### src/hdl/scfr_pkg.sv
// ----------------------------------------------------------------------------
// scfr_pkg
// Shared types and constants of the checksummed frame receiver.
// ----------------------------------------------------------------------------
package scfr_pkg;

    localparam int unsigned BYTE_W     = 8;
    localparam int unsigned TRUST_W    = 6;
    localparam int unsigned SLOT_CNT   = 5;
    localparam int unsigned SLOT_IW    = $clog2(SLOT_CNT + 1);
    localparam int unsigned CFG_IDX_W  = 2;
    localparam int unsigned EVT_DEPTH  = 2;
    localparam int unsigned EVT_PTR_W  = $clog2(EVT_DEPTH);
    localparam int unsigned EVT_CNT_W  = $clog2(EVT_DEPTH + 1);

    localparam logic [BYTE_W-1:0] HEAD1_BYTE = 8'hFF;
    localparam logic [BYTE_W-1:0] HEAD2_BYTE = 8'hFC;
    localparam logic [BYTE_W-1:0] TASK_BAD   = 8'hFF;

    // register indexes of the write port
    localparam logic [CFG_IDX_W-1:0] CFG_TRACK_TASK  = 2'd0;
    localparam logic [CFG_IDX_W-1:0] CFG_LEN_LIMIT   = 2'd1;
    localparam logic [CFG_IDX_W-1:0] CFG_TRUST_LIMIT = 2'd2;

    localparam logic [BYTE_W-1:0]  RST_TRACK_TASK  = 8'd1;
    localparam logic [BYTE_W-1:0]  RST_LEN_LIMIT   = 8'd50;
    localparam logic [TRUST_W-1:0] RST_TRUST_LIMIT = 6'd20;

    typedef logic [BYTE_W-1:0] t_byte;
    typedef t_byte t_slots [SLOT_CNT];

    // end-of-frame event passed from parser to field update
    typedef struct packed {
        logic                       sum_ok;
        t_byte                      task_code;
        logic [SLOT_CNT*BYTE_W-1:0] slots;
    } t_frame_evt;

endpackage

### src/hdl/sum_checked_frame_receiver_core.sv
// ----------------------------------------------------------------------------
// sum_checked_frame_receiver_core
// Checksummed serial frame receiver with tracking field update.
// ----------------------------------------------------------------------------
// Takes one received byte per cycle. Frames are FF FC, task, length, payload
// and an 8-bit additive checksum; a result is given only for a checksum byte,
// via event queue and held register, and shows the held fields after update.
// The parser only stalls when its two-entry event queue is full, that is when
// the result port has been blocked for two further frame ends. Configuration
// registers: 0 tracking task code, 1 length limit, 2 trust limit.
module sum_checked_frame_receiver_core (
    input  logic                 i_clk,
    input  logic                 i_rst_n,
    input  logic                 i_cfg_we,
    input  logic [scfr_pkg::CFG_IDX_W-1:0] i_cfg_idx,
    input  scfr_pkg::t_byte      i_cfg_data,
    input  logic                 i_rx_valid,
    output logic                 o_rx_ready,
    input  scfr_pkg::t_byte      i_rx_byte,
    output logic                 o_res_valid,
    input  logic                 i_res_ready,
    output logic                 o_frame_ok,
    output scfr_pkg::t_byte      o_task_code,
    output scfr_pkg::t_byte      o_line_x,
    output scfr_pkg::t_byte      o_line_rho,
    output scfr_pkg::t_byte      o_cross_mark,
    output scfr_pkg::t_byte      o_detect_flag,
    output scfr_pkg::t_byte      o_frame_rate,
    output scfr_pkg::t_byte      o_ctrl_enable,
    output logic [scfr_pkg::TRUST_W-1:0] o_trust_count,
    output logic                 o_trusted
);
    import scfr_pkg::*;

    t_byte              r_track_task, r_len_limit;
    logic [TRUST_W-1:0] r_trust_limit;
    logic               accept, push, pop, full, nonempty;
    t_frame_evt         evt_in, evt_out;

    assign o_rx_ready = !full;
    assign accept     = i_rx_valid && o_rx_ready;

    always_ff @(posedge i_clk) begin
        if (!i_rst_n) begin
            r_track_task  <= RST_TRACK_TASK;
            r_len_limit   <= RST_LEN_LIMIT;
            r_trust_limit <= RST_TRUST_LIMIT;
        end else if (i_cfg_we) begin
            unique case (i_cfg_idx)
                CFG_TRACK_TASK:  r_track_task  <= i_cfg_data;
                CFG_LEN_LIMIT:   r_len_limit   <= i_cfg_data;
                CFG_TRUST_LIMIT: r_trust_limit <= i_cfg_data[TRUST_W-1:0];
                default: begin
                    // unmapped index: ignore
                end
            endcase
        end
    end

    scfr_front u_front (
        .i_clk       (i_clk),
        .i_rst_n     (i_rst_n),
        .i_accept    (accept),
        .i_rx_byte   (i_rx_byte),
        .i_len_limit (r_len_limit),
        .o_evt_push  (push),
        .o_evt       (evt_in)
    );

    scfr_evt_fifo u_fifo (
        .i_clk      (i_clk),
        .i_rst_n    (i_rst_n),
        .i_push     (push),
        .i_evt      (evt_in),
        .i_pop      (pop),
        .o_full     (full),
        .o_nonempty (nonempty),
        .o_evt      (evt_out)
    );

    scfr_back u_back (
        .i_clk         (i_clk),
        .i_rst_n       (i_rst_n),
        .i_evt_valid   (nonempty),
        .i_evt         (evt_out),
        .o_evt_pop     (pop),
        .i_track_task  (r_track_task),
        .i_trust_limit (r_trust_limit),
        .o_res_valid   (o_res_valid),
        .i_res_ready   (i_res_ready),
        .o_frame_ok    (o_frame_ok),
        .o_task_code   (o_task_code),
        .o_line_x      (o_line_x),
        .o_line_rho    (o_line_rho),
        .o_cross_mark  (o_cross_mark),
        .o_detect_flag (o_detect_flag),
        .o_frame_rate  (o_frame_rate),
        .o_ctrl_enable (o_ctrl_enable),
        .o_trust_count (o_trust_count),
        .o_trusted     (o_trusted)
    );

endmodule

### src/hdl/scfr_front.sv
// ----------------------------------------------------------------------------
// scfr_front
// Byte parser: header, task, length, payload and checksum; emits one event
// per checksum byte.
// ----------------------------------------------------------------------------
module scfr_front (
    input  logic                 i_clk,
    input  logic                 i_rst_n,
    input  logic                 i_accept,
    input  scfr_pkg::t_byte      i_rx_byte,
    input  scfr_pkg::t_byte      i_len_limit,
    output logic                 o_evt_push,
    output scfr_pkg::t_frame_evt o_evt
);
    import scfr_pkg::*;

    typedef enum logic [5:0] {
        PH_IDLE  = 6'b000001,
        PH_HEAD2 = 6'b000010,
        PH_TASK  = 6'b000100,
        PH_LEN   = 6'b001000,
        PH_DATA  = 6'b010000,
        PH_SUM   = 6'b100000
    } t_phase;

    t_phase               r_phase, n_phase;
    t_byte                r_left, n_left;
    logic [SLOT_IW-1:0]   r_idx, n_idx;
    t_byte                r_sum, n_sum;
    t_byte                r_task, n_task;
    t_byte                r_slot [SLOT_CNT];
    t_byte                n_slot [SLOT_CNT];
    logic                 slot_wr;

    // slot write for a payload or checksum byte while the index is in range
    assign slot_wr = i_accept && (r_idx < SLOT_IW'(SLOT_CNT))
                     && ((r_phase == PH_DATA && r_left != '0) || r_phase == PH_SUM);

    always_comb begin
        for (int i = 0; i < SLOT_CNT; i++) begin
            n_slot[i] = (slot_wr && r_idx == SLOT_IW'(i)) ? i_rx_byte : r_slot[i];
        end
    end

    always_comb begin
        n_phase    = r_phase;
        n_left     = r_left;
        n_idx      = r_idx;
        n_sum      = r_sum;
        n_task     = r_task;
        o_evt_push = 1'b0;
        if (i_accept) begin
            n_phase = PH_IDLE;
            unique case (r_phase)
                PH_IDLE: begin
                    if (i_rx_byte == HEAD1_BYTE) begin
                        n_phase = PH_HEAD2;
                        n_sum   = i_rx_byte;
                    end
                end
                PH_HEAD2: begin
                    if (i_rx_byte == HEAD2_BYTE) begin
                        n_phase = PH_TASK;
                        n_sum   = r_sum + i_rx_byte;
                    end
                end
                PH_TASK: begin
                    if (i_rx_byte < TASK_BAD) begin
                        n_phase = PH_LEN;
                        n_task  = i_rx_byte;
                        n_sum   = r_sum + i_rx_byte;
                    end
                end
                PH_LEN: begin
                    if (i_rx_byte < i_len_limit) begin
                        n_phase = PH_DATA;
                        n_left  = i_rx_byte;
                        n_idx   = '0;
                        n_sum   = r_sum + i_rx_byte;
                    end
                end
                PH_DATA: begin
                    // zero length drops straight back to idle
                    if (r_left != '0) begin
                        n_left  = r_left - 1'b1;
                        n_sum   = r_sum + i_rx_byte;
                        n_phase = (r_left == 8'd1) ? PH_SUM : PH_DATA;
                        if (r_idx < SLOT_IW'(SLOT_CNT)) begin
                            n_idx = r_idx + 1'b1;
                        end
                    end
                end
                PH_SUM: begin
                    o_evt_push = 1'b1;
                end
                default: begin
                    n_phase = PH_IDLE;
                end
            endcase
        end
    end

    always_comb begin
        o_evt.sum_ok    = (i_rx_byte == r_sum);
        o_evt.task_code = r_task;
        for (int i = 0; i < SLOT_CNT; i++) begin
            o_evt.slots[i*BYTE_W +: BYTE_W] = n_slot[i];
        end
    end

    always_ff @(posedge i_clk) begin
        if (!i_rst_n) begin
            r_phase <= PH_IDLE;
            r_left  <= '0;
            r_idx   <= '0;
            r_sum   <= '0;
            r_task  <= '0;
            for (int i = 0; i < SLOT_CNT; i++) begin
                r_slot[i] <= '0;
            end
        end else begin
            r_phase <= n_phase;
            r_left  <= n_left;
            r_idx   <= n_idx;
            r_sum   <= n_sum;
            r_task  <= n_task;
            for (int i = 0; i < SLOT_CNT; i++) begin
                r_slot[i] <= n_slot[i];
            end
        end
    end

endmodule

### src/hdl/scfr_evt_fifo.sv
// ----------------------------------------------------------------------------
// scfr_evt_fifo
// Short queue of frame events between parser and field update.
// ----------------------------------------------------------------------------
module scfr_evt_fifo (
    input  logic                 i_clk,
    input  logic                 i_rst_n,
    input  logic                 i_push,
    input  scfr_pkg::t_frame_evt i_evt,
    input  logic                 i_pop,
    output logic                 o_full,
    output logic                 o_nonempty,
    output scfr_pkg::t_frame_evt o_evt
);
    import scfr_pkg::*;

    t_frame_evt             r_mem [EVT_DEPTH];
    logic [EVT_PTR_W-1:0]   r_wr, r_rd;
    logic [EVT_CNT_W-1:0]   r_cnt, n_cnt;
    logic                   do_push, do_pop;

    assign o_full     = (r_cnt == EVT_CNT_W'(EVT_DEPTH));
    assign o_nonempty = (r_cnt != '0);
    assign o_evt      = r_mem[r_rd];
    assign do_push    = i_push && !o_full;
    assign do_pop     = i_pop && o_nonempty;

    always_comb begin
        n_cnt = r_cnt;
        if (do_push && !do_pop) begin
            n_cnt = r_cnt + 1'b1;
        end else if (do_pop && !do_push) begin
            n_cnt = r_cnt - 1'b1;
        end
    end

    always_ff @(posedge i_clk) begin
        if (do_push) begin
            r_mem[r_wr] <= i_evt;
        end
    end

    always_ff @(posedge i_clk) begin
        if (!i_rst_n) begin
            r_wr  <= '0;
            r_rd  <= '0;
            r_cnt <= '0;
        end else begin
            r_cnt <= n_cnt;
            if (do_push) begin
                r_wr <= (r_wr == EVT_PTR_W'(EVT_DEPTH - 1)) ? '0 : r_wr + 1'b1;
            end
            if (do_pop) begin
                r_rd <= (r_rd == EVT_PTR_W'(EVT_DEPTH - 1)) ? '0 : r_rd + 1'b1;
            end
        end
    end

endmodule

### src/hdl/scfr_back.sv
// ----------------------------------------------------------------------------
// scfr_back
// Held field and trust counter update; presents one result per event.
// ----------------------------------------------------------------------------
module scfr_back (
    input  logic                 i_clk,
    input  logic                 i_rst_n,
    input  logic                 i_evt_valid,
    input  scfr_pkg::t_frame_evt i_evt,
    output logic                 o_evt_pop,
    input  scfr_pkg::t_byte      i_track_task,
    input  logic [scfr_pkg::TRUST_W-1:0] i_trust_limit,
    output logic                 o_res_valid,
    input  logic                 i_res_ready,
    output logic                 o_frame_ok,
    output scfr_pkg::t_byte      o_task_code,
    output scfr_pkg::t_byte      o_line_x,
    output scfr_pkg::t_byte      o_line_rho,
    output scfr_pkg::t_byte      o_cross_mark,
    output scfr_pkg::t_byte      o_detect_flag,
    output scfr_pkg::t_byte      o_frame_rate,
    output scfr_pkg::t_byte      o_ctrl_enable,
    output logic [scfr_pkg::TRUST_W-1:0] o_trust_count,
    output logic                 o_trusted
);
    import scfr_pkg::*;

    logic               r_valid;
    logic               r_ok;
    t_byte              r_task, r_x, r_rho, r_cross, r_flag, r_fps, r_en;
    logic [TRUST_W-1:0] r_cnt;
    logic               r_trust;
    t_byte              s [SLOT_CNT];
    logic               track;

    // held fields only move on a pop, so they double as the output register
    assign o_evt_pop = i_evt_valid && (!r_valid || i_res_ready);
    assign track     = (i_evt.task_code == i_track_task);

    always_comb begin
        for (int i = 0; i < SLOT_CNT; i++) begin
            s[i] = i_evt.slots[i*BYTE_W +: BYTE_W];
        end
    end

    always_ff @(posedge i_clk) begin
        if (!i_rst_n) begin
            r_valid <= 1'b0;
            r_ok    <= 1'b0;
            r_task  <= '0;
            r_x     <= '0;
            r_rho   <= '0;
            r_cross <= '0;
            r_flag  <= '0;
            r_fps   <= '0;
            r_en    <= '0;
            r_cnt   <= '0;
            r_trust <= 1'b0;
        end else begin
            if (o_evt_pop) begin
                r_valid <= 1'b1;
                r_ok    <= i_evt.sum_ok;
                if (i_evt.sum_ok) begin
                    r_task <= i_evt.task_code;
                    if (track) begin
                        r_x     <= s[0];
                        r_rho   <= s[1];
                        r_cross <= s[2];
                        r_flag  <= s[3];
                        r_fps   <= s[4];
                        r_en    <= s[3];
                        priority if (s[3] == '0) begin
                            r_cnt   <= r_cnt >> 1;
                            r_trust <= 1'b0;
                        end else if (r_cnt < i_trust_limit) begin
                            r_cnt   <= r_cnt + 1'b1;
                            r_trust <= 1'b0;
                        end else begin
                            r_trust <= 1'b1;
                        end
                    end else begin
                        r_x   <= '0;
                        r_rho <= '0;
                        r_en  <= '0;
                    end
                end
            end else if (i_res_ready) begin
                r_valid <= 1'b0;
            end
        end
    end

    assign o_res_valid   = r_valid;
    assign o_frame_ok    = r_ok;
    assign o_task_code   = r_task;
    assign o_line_x      = r_x;
    assign o_line_rho    = r_rho;
    assign o_cross_mark  = r_cross;
    assign o_detect_flag = r_flag;
    assign o_frame_rate  = r_fps;
    assign o_ctrl_enable = r_en;
    assign o_trust_count = r_cnt;
    assign o_trusted     = r_trust;

endmodule

### config.mk
export PLATFORM = sky130hd
export DESIGN_NAME = sum_checked_frame_receiver_core
export DESIGN_NICKNAME = d
export VERILOG_FILES = /design/src/hdl/scfr_pkg.sv /design/src/hdl/sum_checked_frame_receiver_core.sv /design/src/hdl/scfr_front.sv /design/src/hdl/scfr_evt_fifo.sv /design/src/hdl/scfr_back.sv
export SDC_FILE = /design/constraint.sdc
export NUM_CORES = 1
export LEC_CHECK = 0
export BUFFER_PORTS_ARGS = -buffer_cell sky130_fd_sc_hd__buf_4
export CORE_AREA = 2 2 159 161
export CTS_CLUSTER_DIAMETER = 200
export DETAILED_ROUTE_END_ITERATION = 16
export DIE_AREA = 0 0 161 163
export GPL_ROUTABILITY_DRIVEN = 1
export PLACE_DENSITY = 0.7
export SLEW_MARGIN = 20
export SYNTH_ARGS = -nofsm -noshare
export SYNTH_HDL_FRONTEND = slang
export SYNTH_SLANG_ARGS = --single-unit
### constraint.sdc
create_clock -name i_clk -period 6.51 [get_ports i_clk]
set_input_delay 0.651 -clock i_clk [delete_from_list [all_inputs] [get_ports i_clk]]
set_output_delay 0.651 -clock i_clk [all_outputs]
set_load 0.01 [all_outputs]
# After elaboration in Yosys (flattened, before gate mapping)
# Memories as Yosys holds them, arrays and structs flattened. A register that Yosys moved wholly into a read port is not among the register bits.
# Cells that the tools add are included.
classes:
  muxes: 51
  n_addsub: 8
  bitwise: 5
  n_eq_ne: 24
  n_reduce_logical: 40
  order_cmp: 4
op_table:
  columns: ["op", "count"]
  rows:
  - ["8-bit two-way mux", 20]
  - ["8-bit one-hot mux with 5 select lines", 1]
  - ["6-bit one-hot mux with 5 select lines", 1]
  - ["6-bit two-way mux", 4]
  - ["8-bit equality test", 2]
  - ["8-bit equality test, second input constant", 2]
  - ["8-bit one-hot mux with 2 select lines", 1]
  - ["1-bit logical AND", 14]
  - ["1-bit two-way mux", 14]
  - ["3-bit two-way mux", 4]
  - ["2-bit by 1-bit != test with 1-bit output, second input constant", 5]
  - ["2-bit nonzero test", 5]
  - ["8-bit adder", 1]
  - ["8-bit by 1-bit equality test with 1-bit output, second input constant", 1]
  - ["8-bit zero test", 1]
  - ["8-bit < comparator", 1]
  - ["8-bit < comparator, second input constant", 1]
  - ["2-bit AND reduction", 4]
  - ["4-bit AND reduction", 2]
  - ["8-bit nonzero test", 1]
  - ["8-bit by 1-bit subtractor with 8-bit output, second input constant", 1]
  - ["7-bit AND reduction", 1]
  - ["6-bit by 1-bit adder with 6-bit output, second input constant", 1]
  - ["3-bit by 2-bit equality test with 1-bit output, second input constant", 2]
  - ["other kinds (29)", 42]
word_totals:
  elab_cells: 156
  ramBits: 138
  mem_count: 2
  inputBits: 23
  regBits: 124
  output_inout_bits: 66
memory_table:
  columns: ["name", "words", "width", "read_ports", "rd_ports_with_merged_regs", "wr", "line_no", "text"]
  rows:
  - ["u_fifo.r_mem", 2, 49, 1, 1, 1, "scfr_evt_fifo.sv:17", "t_frame_evt r_mem [EVT_DEPTH];"]
  - ["u_front.r_slot", 5, 8, 5, 0, 5, "scfr_front.sv:31", "t_byte r_slot [SLOT_CNT];"]

# Depth between registers and ports, before layout
# Gate-level depths: netlist of the first run.
logic_depth:
  ltp_word: 9
  depth_mapped: 11
  ltp_nobuf: 10

# Modules after synthesis
# Synthesis of the first run repeated with hierarchy kept, for this count alone.
hier_totals:
  cells_unflattened: 1034
  hier_area_um2: 11461.0
modules_own_cells:
  columns: ["mod", "area_each_um2", "instances", "cells_each", "seq_area_each_um2"]
  rows:
  - ["scfr_front", 4154.0, 1, 449, 1461.4]
  - ["scfr_evt_fifo", 3764.9, 1, 177, 3042.9]
  - ["scfr_back", 2652.5, 1, 318, 1301.2]
  - ["sum_checked_frame_receiver_core", 889.6, 1, 90, 440.4]

# Worst setup path after synthesis of the first run
# Ideal clock, no wire load.
synth_path:
  kind: "input-to-reg"
  start: "input port i_rx_valid"
  end: "memory u_fifo.r_mem[0][0] (netlist name) (enable)"
  cell_stages: 4
  required_ps: 6054
  path_buffers: 1
  setup_ps: 456
  arrival_time_ps: 3149
  path_slack_ps: 2905
  cell_sequence: "and2_1 clkbuf_1 nand2_1 nor2_1"
synth_via:
  elab_chain_cells: 5
synth_lines:
  columns: ["element", "line_no", "text"]
  rows:
  - ["start: declaration", "sum_checked_frame_receiver_core.sv:17", "input logic i_rx_valid,"]
  - ["1-bit logical AND", "sum_checked_frame_receiver_core.sv:41", "assign accept = i_rx_valid && o_rx_ready;"]
  - ["1-bit two-way mux", "scfr_front.sv:52", "if (i_accept) begin"]
  - ["1-bit logical AND", "scfr_evt_fifo.sv:25", "assign do_push = i_push && !o_full;"]
  - ["1-bit two-way mux", "scfr_evt_fifo.sv:38", "if (do_push) begin"]
  - ["1-bit two-way mux (not written as such)", "scfr_evt_fifo.sv:39", "r_mem[r_wr] <= i_evt;"]
  - ["end: declaration", "scfr_evt_fifo.sv:17", null]
# Every way passes these cells.

# Worst setup path after layout of the first run
layout_path:
  start: "register u_front.r_phase[2]"
  end: "register u_front.r_sum[0]"
layout_via:
  elab_chain_cells: 3
  word_cells_on_any_way: 13
  cone_classes: "eq/ne: 10; mux: 1; reduce/logical: 2"
layout_lines:
  columns: ["element", "line_no", "text"]
  rows:
  - ["start: declaration", "scfr_front.sv:26", "t_phase r_phase, n_phase;"]
  - ["start signal: assignment", "scfr_front.sv:122", "r_phase <= n_phase;"]
  - ["6-bit by 1-bit equality test with 1-bit output (tied with other cells)", "scfr_front.sv:54", "unique case (r_phase)"]
  - ["5-bit nonzero test (no line) (tied with other cells)", null, null]
  - ["7-bit AND reduction (no line)", null, null]
  - ["end signal: assignment", "scfr_front.sv:125", "r_sum <= n_sum;"]
  - ["end: declaration", "scfr_front.sv:29", "t_byte r_sum, n_sum;"]
# Several ways; a longest one is shown, not always the timed one.
# A chain may end at the register's enable or synchronous reset.

==> impl_metrics.ini, run 1 <==
[logic_synthesis]
muxShareOfSynthArea_pct = 11.7
async_reset_ff_share_pct = 0
syn_area_per_cell_um2 = 11.1
syn_inst = 983
synth_compound_area_share_pct = 9.30
yosys.area_share.simple_pct = 13.8
synth_top_cell_area_share_pct = 30.3
synth_edf_count = 98
synth-adder-area-share_pct = 3.40
synthesis.nets = 1035
synth_largest_area_cell = dfxtp_1
synth_ff_type = dfxtp_1
synth_top_family_by_area = simple AND/OR/NAND/NOR gates
ys_types = 50
synth_area_leaders = dfxtp_1 30%, edfxtp_1 27%, mux2_2 6.7%, mux2i_1 5.0%, ha_1 3.2%
yosysWarnings = 0
synthXorXnorAreaFrac_pct = 1.53
ys_seq_area_share_pct = 57.3
syn_area_um2 = 10900
synth_seq_cells = 263

[route]
viasPerCell = 5.24
top_layer = met4
first_pass_iters = 6
drcViolationCount = 0
drtIter0Drc = 602
wire_per_inst_um = 16.6
postRouteAntennaNets = 0
wl_met2_um = 11400
wirelength_um = 23300
routed-wl-met3_um = 857
met1_length_um = 10500
vias = 7337

[grt]
grt_overflow_total = 0
grt_max_degree = 69
antenna_found_initial = 0
grt_pass1_vias = 7013
grt_pass1_wl_um = 37100
grtUsageTotal_pct = 17.7

[critical_path]
max_stage_delay_ns = 0.63
crit_chain = nor3_1, nand3_1, o21ai_0, a311oi_1, o211a_1, nor2_1, a311oi_1
path_class = flip-flop to flip-flop
end_kind = flip-flop
cpMaxStageDelayCell = nand3_1
crit_fanout = 23
required_ns = 6.93
r2r_slack_ns = 3.33
crit_buf_inv = 0
cp_common_cell = a311oi_1
arrival_ns = 3.60
r2r_end = u_front.r_sum[0]
crit_path_start_kind = flip-flop
r2r_cells = 7
crit_family = compound AO/OA/AOI/OAI gates
worstReg2RegStart = u_front.r_phase[2]

[floorplanning]
die_h_um = 163
rows = 58
core_area_um2 = 24700
die_area_um2 = 26200
start_util_pct = 44.2
die_x_um = 161
top_level_ports = 89

[job]
drv_cap = 0

[clock_network]
post_cts_buffers = 0
cts_max_level = 1
postCtsHoldBufs = 0
cts_buffers = 26
cts_buffer_depth = 3
cts_root_buf = clkbuf_16
cts_tree = yes
cts_resized = 0
clock_latency_ns = 0.54
cts.clk_slew.worst_paths_ns = 0.06
clock-sinks = 263

[place]
dp_hpwl_um = 14500
place_congestion = 0.851
numPortBuffers = 88

[timing]
hold_slack_ns = 0.382
tightestPinTransition_ns = 0.803
setup_tns_ns = 0
hold_viol = 0
maxSlewHeadroom_pct = 46.3
rsz0062_at_grt = no
drv_slew = 0
final.min_clock_period_ns = 3.18
fmax_mhz = 314
layout_worst_path_cycle_share_pct = 48.9
skew_ns = 0.0282
finalSetupViolations = 0

[pwr]
leakage_nw = 4.84
vdd_drop_max_mv = 0.200
powerDensity_nw_per_um2 = 258

[finish]
final_cell_mix = 164 x dfxtp_1, 99 x buf_4, 98 x edfxtp_1
final_util_pct = 51.3
final_nets = 1102
syn_to_final_growth_pct = 16.1
layout_commonest_cell = dfxtp_1
drive_above_1_share_pct = 20.1
n_antenna_cell = 0

[min_path]
hp-class = primary input to flip-flop
worstHoldStart = i_cfg_data[0]
worstHoldEndpoint = r_track_task[0]
hold_depth = 3

[status]
outcome = finished clean
cells in the mapped netlist (all sizes together), types with 25 or more instances:
cell type / instances
a211oi: 25
a21oi: 54
and2: 47
clkbuf: 51
dfxtp: 165
edfxtp: 98
ha: 28
inv: 26
mux2: 65
mux2i: 54
nand2: 73
nor2: 90
o21ai: 35
cell type report:
| type | count | area, um^2 |
|---|---|---|
| clock buffer | 30 | 666 |
| clock inverter | 18 | 154 |
| fill | 2182 | 12000 |
| inverter | 26 | 97.6 |
| multi-input combinational | 634 | 4340 |
| sequential | 263 | 6250 |
| tap | 330 | 413 |
| timing repair buffer | 99 | 743 |
worst max path at each step:
stage                                    to  slack [ns]               start  cells after the start
global route               u_front.r_sum[0]        3.07  u_front.r_phase[3]                      7
CTS                 u_back.o_trust_count[5]        3.35           flip-flop                      8
floorplan                u_fifo.r_mem[0][0]        2.91          i_rx_valid                      4
global placement           u_front.r_sum[7]        3.43        i_rx_byte[2]                      9
finish                     u_front.r_sum[0]        3.33  u_front.r_phase[2]                      7
detailed placement  u_back.o_trust_count[5]        3.36           flip-flop                      8
kinds of logic (layout without fill, tap and decap cells):
family,after synthesis,after routing
simple gates,304,304
flops,263,263
compound gates,163,163
mux,119,119
buf+inv,86,173
fa+ha+maj,29,29
xor+xnor,19,19
registers in the layout, summed over array words and instances (netlist names), named ones only:
| signal | flops |
|---|---|
| u_back.o_trust_count | 6 |
| u_back.o_task_code | 8 |
| u_back.o_frame_ok | 1 |
| u_fifo.r_rd | 1 |
| u_back.o_res_valid | 1 |
| u_back.o_trusted | 1 |
| u_back.o_line_rho | 8 |
| u_fifo.r_cnt | 2 |
| u_front.r_sum | 8 |
| u_front.r_phase | 6 |
| u_back.o_cross_mark | 8 |
| u_fifo.r_mem | 98 |
| u_back.o_ctrl_enable | 8 |
| u_back.o_detect_flag | 8 |
| u_front.r_idx | 3 |
| u_front.r_task | 8 |
| u_back.o_line_x | 8 |
| u_back.o_frame_rate | 8 |
| u_fifo.r_wr | 1 |
| u_front.r_slot | 40 |
| r_track_task | 8 |
| u_front.r_left | 8 |
| r_trust_limit | 6 |
| r_len_limit | 8 |
worst register-to-register path, delay by kind of cell (launching register included):
| family | cells | cell delay, ns |
|---|---|---|
| AOI/OAI and AO/OA | 4 | 1.75 |
| DFF | 1 | 0.48 |
| and+or+nand+nor | 3 | 0.85 |
through the flow:
step                      cell area, um^2  cells  setup WS [ns]  power (mW)
after global routing                12700   1400           3.07        3.37
final                               12700   1400           3.33        3.26
after CTS                           12700   1400           3.35        3.29
after floorplan                     10900    983           2.91        1.81
after detailed placement            11800   1352           3.36        1.86
after global placement              11800   1352           3.43        1.85
power by group:
part	switching, mW	total, mW	internal, mW
Combinational	0.0728	0.113	0.0401
Sequential	0.00623	1.71	1.70
Clock	0.624	1.44	0.816
per-layer routing:
metal  up-vias  GRT usage [%]
met1      3524           22.8
met3        44           2.52
met4         0           5.60
met2       155           31.0
li1       3614              -
met5         -              0
(Power assumes the default switching activity.)
==> run 2: changes to the inputs <==
--- a/config.mk
+++ b/config.mk
@@ -5,11 +5,12 @@
 export SDC_FILE = /design/constraint.sdc
 export NUM_CORES = 1
 export LEC_CHECK = 0
+export ABC_AREA = 1
 export BUFFER_PORTS_ARGS = -buffer_cell sky130_fd_sc_hd__buf_4
-export CORE_AREA = 2 2 159 161
+export CORE_AREA = 2 2 163 165
 export CTS_CLUSTER_DIAMETER = 200
 export DETAILED_ROUTE_END_ITERATION = 16
-export DIE_AREA = 0 0 161 163
+export DIE_AREA = 0 0 165 167
 export GPL_ROUTABILITY_DRIVEN = 1
 export PLACE_DENSITY = 0.7
 export SLEW_MARGIN = 20
==> constraint.sdc (replaced) <==
create_clock -name i_clk -period 3.2 [get_ports i_clk]
set_input_delay 0.32 -clock i_clk [delete_from_list [all_inputs] [get_ports i_clk]]
set_output_delay 0.32 -clock i_clk [all_outputs]
set_load 0.01 [all_outputs]
==> impl_metrics.ini, run 2 <==
[floorplanning]
core_area_um2 = 25800
die_h_um = 167
die_x_um = 165
start_util_pct = 44.4
top_level_ports = 89
die_area_um2 = 27600
rows = 59

[timing]
hold_slack_ns = 0.0383
hold_viol = 0
rsz0062_at_grt = no
drv_slew = 0
layout_worst_path_cycle_share_pct = 83.2
maxSlewHeadroom_pct = 46.5
tightestPinTransition_ns = 0.796
fmax_mhz = 376
skew_ns = 0.0115
setup_tns_ns = 0
final.min_clock_period_ns = 2.66
finalSetupViolations = 0

[logic_synthesis]
synth_ff_type = dfxtp_1
synth_common_cells = 378 x nand2_1, 172 x nor2_1, 165 x dfxtp_1, 157 x inv_1, 102 x a21oi_1
synth_largest_area_cell = dfxtp_1
synthesis.nets = 1428
syn_area_um2 = 11400
yosysWarnings = 0
synth_edf_count = 98
syn_inst = 1376
syn_area_per_cell_um2 = 8.32
synth_top_cell_area_share_pct = 28.9
synthMostInstantiatedCell = nand2_1
synth_seq_cells = 263
ys_seq_area_share_pct = 54.6
ys_types = 40
synth_area_leaders = dfxtp_1 29%, edfxtp_1 26%, nand2_1 12%, nor2_1 5.6%, inv_1 5.1%
async_reset_ff_share_pct = 0

[grt]
grtUsageTotal_pct = 18.2
grt_pass1_vias = 8255
grt_overflow_total = 0
grt_max_degree = 91
antenna_found_initial = 0
grt_pass1_wl_um = 40700

[route]
postRouteAntennaNets = 0
drcViolationCount = 0
viasPerCell = 4.89
wire_per_inst_um = 13.9
first_pass_iters = 5
vias = 8839
drtIter0Drc = 523
wirelength_um = 25100

[finish]
n_antenna_cell = 0
final_nets = 1504
drive_above_1_share_pct = 11.3
final_cell_mix = 378 x nand2_1, 170 x nor2_1, 164 x dfxtp_1
largest-register = u_fifo.r_mem
largest_register_ffs = 98
layout_commonest_cell = nand2_1
top_regs = u_fifo.r_mem (98), u_front.r_slot (40)
stdcell_count = 1807
final_util_pct = 51.3
syn_to_final_growth_pct = 15.5

[critical_path]
path_class = flip-flop to flip-flop
required_ns = 3.65
r2r_slack_ns = 0.54
cp_common_cell = nand2_1
max_stage_delay_ns = 0.39
crit_path_start_kind = flip-flop
crit_fanout = 33
r2r_cells = 11
arrival_ns = 3.11
cpMaxStageDelayCell = clkinv_2
crit_chain = inv_2, nand2_1, nand2_1, nand2_1, nor2_1, nand2_1, nor2_4, nand2_4, clkinv_2, nand2_1, a21oi_1
r2r_end = u_back.o_line_rho[2]
end_kind = flip-flop
worstSetupEndpoint = u_back.o_line_rho[2]

[clock_network]
postCtsHoldBufs = 0
cts.clk_slew.worst_paths_ns = 0.06
post_cts_buffers = 0
cts_tree = yes
cts_buffers = 27
cts_max_level = 1
clock_latency_ns = 0.52
cts_resized = 0
cts_buffer_depth = 3
clock-sinks = 263
cts_root_buf = clkbuf_16

[pwr]
vdd_drop_max_mv = 0.365
leakage_nw = 5.95
finalPower_mw = 8.17
powerDensity_nw_per_um2 = 618

[status]
outcome = finished clean

[place]
numPortBuffers = 88
dp_hpwl_um = 16700
place_congestion = 0.847
dp_cells = 1758

[job]
drv_cap = 0

[min_path]
hp-class = primary input to flip-flop
## run 2: cell types whose count changed after synthesis, sizes merged, moves of 14 or more
cell / delta
clkbuf: -19
a22oi: -16
a211oi: -24
a21oi: +49
nand3: +22
nand2: +309
o21ai: +61
and2: -47
inv: +135
nor2: +93
mux2: -65
mux2i: -54
nor2b: -14
## run 2: kinds of logic after synthesis
kind of cell / share of synthesized area, %
flops: 54.6
buf+inv: 7.91
simple gates: 23.2
xor+xnor: 1.30
fa+ha+maj: 3.24
compound gates: 9.78
## run 2: through the flow
stage	cell area [um^2]	setup slack, ns
finish	13200	0.539
global route	13200	0.244
CTS	13200	0.503
detailed placement	12400	0.545
global placement	12400	0.656
floorplan	11500	0.432
## run 2: area by class of cell
cell class / count / area, um^2
inverters: 164 / 617
clock inverters: 6 / 78.8
clock buffers: 43 / 776
multi-input cells: 896 / 4310
well taps: 335 / 419
flip-flops and latches: 263 / 6250
fillers: 2402 / 12500
repair buffers: 100 / 776
## run 2: worst min-delay path by stage
| stage | startpoint | endpoint | slack (ns) | cells after the start |
|---|---|---|---|---|
| floorplan | u_front.r_task[0] | u_fifo.r_mem[0][40] | 0.43 | 0 |
| CTS | i_cfg_data[6] | r_track_task[6] | 0.02 | 3 |
| detailed placement | u_front.r_task[0] | u_fifo.r_mem[1][40] | 0.44 | 0 |
| global route | i_cfg_data[0] | r_track_task[0] | 0.05 | 3 |
| global placement | u_front.r_task[5] | u_fifo.r_mem[1][45] | 0.43 | 0 |
| finish | i_cfg_data[6] | r_track_task[6] | 0.04 | 3 |
## run 2: critical path, delay by kind of cell, from the launching register on
family	cells	cell delay, ns
flip-flops	1	0.33
AO/OA/AOI/OAI	1	0.13
AND/OR/NAND/NOR	8	1.37
buffers and inverters	2	0.73
## run 2: metal layers
metal / up-vias / track usage (%) / share of wire [%]
li1: 4552 / - / -
met1: 4043 / 24.2 / 44
met2: 197 / 30.7 / 49
met3: 47 / 2.47 / 4.6
met4: 0 / 5.44 / 2.3
met5: - / 0 / 0
## run 2: power by group
part	internal, mW	switching, mW
sequential	3.56	0.0742
combinational	0.475	1.04
clock	1.81	1.21
total	5.84	2.32
==> run 3: changes to the inputs <==
==> constraint.sdc (replaced) <==
create_clock -name i_clk -period 2.6 [get_ports i_clk]
set_input_delay 0.26 -clock i_clk [delete_from_list [all_inputs] [get_ports i_clk]]
set_output_delay 0.26 -clock i_clk [all_outputs]
set_load 0.01 [all_outputs]
==> impl_metrics.ini, run 3 (synthesis results as in run 2) <==
[status]
outcome = finished clean

[route]
drcViolationCount = 0
vias = 8988
postRouteAntennaNets = 0
first_pass_iters = 5
drtIter0Drc = 601
wire_per_inst_um = 13.8
wirelength_um = 25200
viasPerCell = 4.92

[grt]
antenna_found_initial = 0
grt_pass1_vias = 8390
grtUsageTotal_pct = 18.5
grt_pass1_wl_um = 41300
grt_max_degree = 75
grt_overflow_total = 0

[timing]
rsz0062_at_grt = no
tightestPinTransition_ns = 0.752
hold_viol = 0
layout_worst_path_cycle_share_pct = 89.9
final.min_clock_period_ns = 2.34
finalSetupViolations = 0
fmax_mhz = 428
maxSlewHeadroom_pct = 49.9
skew_ns = 0.0201
setup_tns_ns = 0
hold_slack_ns = 0.150
drv_slew = 0

[floorplanning]
top_level_ports = 89
rows = 59
core_area_um2 = 25800
start_util_pct = 44.4
die_h_um = 167
die_area_um2 = 27600
die_x_um = 165

[critical_path]
end_kind = flip-flop
crit_fanout = 16
arrival_ns = 2.60
cpMaxStageDelayCell = nand2_1
crit_chain = inv_2, nand2_1, nand2_1, clkinv_1, nand2_1, inv_2, nand3_4, nand2_1, o21ai_0, inv_1
cp_common_cell = nand2_1
worstReg2RegStart = u_fifo.r_cnt[0]
max_stage_delay_ns = 0.38
crit_buf_inv = 4
crit_family = simple AND/OR/NAND/NOR gates
crit_path_start_kind = flip-flop
path_class = flip-flop to flip-flop
r2r_cells = 10
required_ns = 2.86
r2r_slack_ns = 0.26
r2r_end = u_fifo.r_mem[1][12]

[place]
place_congestion = 0.870
dp_hpwl_um = 16500
numPortBuffers = 88

[pwr]
powerDensity_nw_per_um2 = 745
leakage_nw = 6.03
vdd_drop_max_mv = 0.501
finalPower_mw = 9.97

[min_path]
hp-class = primary input to flip-flop
hold_depth = 3
worstHoldEndpoint = u_front.r_slot[0][35]
worstHoldStart = i_rx_byte[3]

[finish]
final_util_pct = 51.9
syn_to_final_growth_pct = 16.9
final_nets = 1523
layout_commonest_cell = nand2_1
final_cell_mix = 378 x nand2_1, 170 x nor2_1, 164 x dfxtp_1
top_regs = u_fifo.r_mem (98), u_front.r_slot (40)
largest-register = u_fifo.r_mem
drive_above_1_share_pct = 12.0
n_antenna_cell = 0
largest_register_ffs = 98

[clock_network]
clock_latency_ns = 0.52
cts_buffers = 27
clock-sinks = 263
cts_root_buf = clkbuf_16
post_cts_buffers = 0
cts_buffer_depth = 3
postCtsHoldBufs = 8
cts_resized = 0
cts_tree = yes
cts.clk_slew.worst_paths_ns = 0.06
cts_max_level = 1

[job]
drv_cap = 0
==> run 3: layer usage <==
layer / wire length, um / vias to the layer above / global-route usage, %
met5: 0 / - / 0
met4: 514 / 0 / 5.22
met3: 1150 / 31 / 2.24
met2: 12400 / 181 / 32.6
met1: 11100 / 4195 / 23.6
li1: - / 4581 / -
==> run 3: final cells by class <==
cell class              count  area, um^2
fillers                  2377       12400
flip-flops and latches    263        6250
multi-input cells         896        4310
repair buffers            119         951
clock buffers              40         754
inverters                 164         617
well taps                 335         419
clock inverters             9        77.6
==> run 3: worst reg2reg max path, cell delays in order, from the launching register on <==
cell	delay [ns]
dfxtp_1	0.33
inv_2	0.10
nand2_1	0.17
nand2_1	0.38
clkinv_1	0.35
nand2_1	0.22
inv_2	0.10
nand3_4	0.16
nand2_1	0.08
o21ai_0	0.12
inv_1	0.09
==> run 3: worst max-delay path by stage <==
stage                              to  cells after the start          startpoint  slack, ns
2_1_floorplan      u_fifo.r_mem[1][0]                      7     u_fifo.r_cnt[0]      -0.17
3_3_place_gp       u_fifo.r_mem[0][9]                     10     u_fifo.r_cnt[0]       0.35
3_5_place_dp   u_back.o_frame_rate[4]                     11         i_res_ready       0.31
4_1_cts        u_back.o_frame_rate[4]                     11  u_back.o_res_valid       0.32
5_1_grt        u_back.o_cross_mark[2]                     11  u_back.o_res_valid       0.07
6_report          u_fifo.r_mem[1][12]                     10     u_fifo.r_cnt[0]       0.26
==> run 3: through the flow <==
| stage | instances | setup slack [ns] | area (um^2) |
|---|---|---|---|
| after CTS | 1826 | 0.323 | 13400 |
| after floorplan | 1376 | -0.168 | 11500 |
| after global placement | 1769 | 0.355 | 12500 |
| after global routing | 1826 | 0.0709 | 13400 |
| final | 1826 | 0.262 | 13400 |
| after detailed placement | 1769 | 0.306 | 12500 |
==> run 3: power breakdown <==
group	internal, mW	switching, mW
sequential	4.38	0.112
clock	2.10	1.52
combinational	0.605	1.25
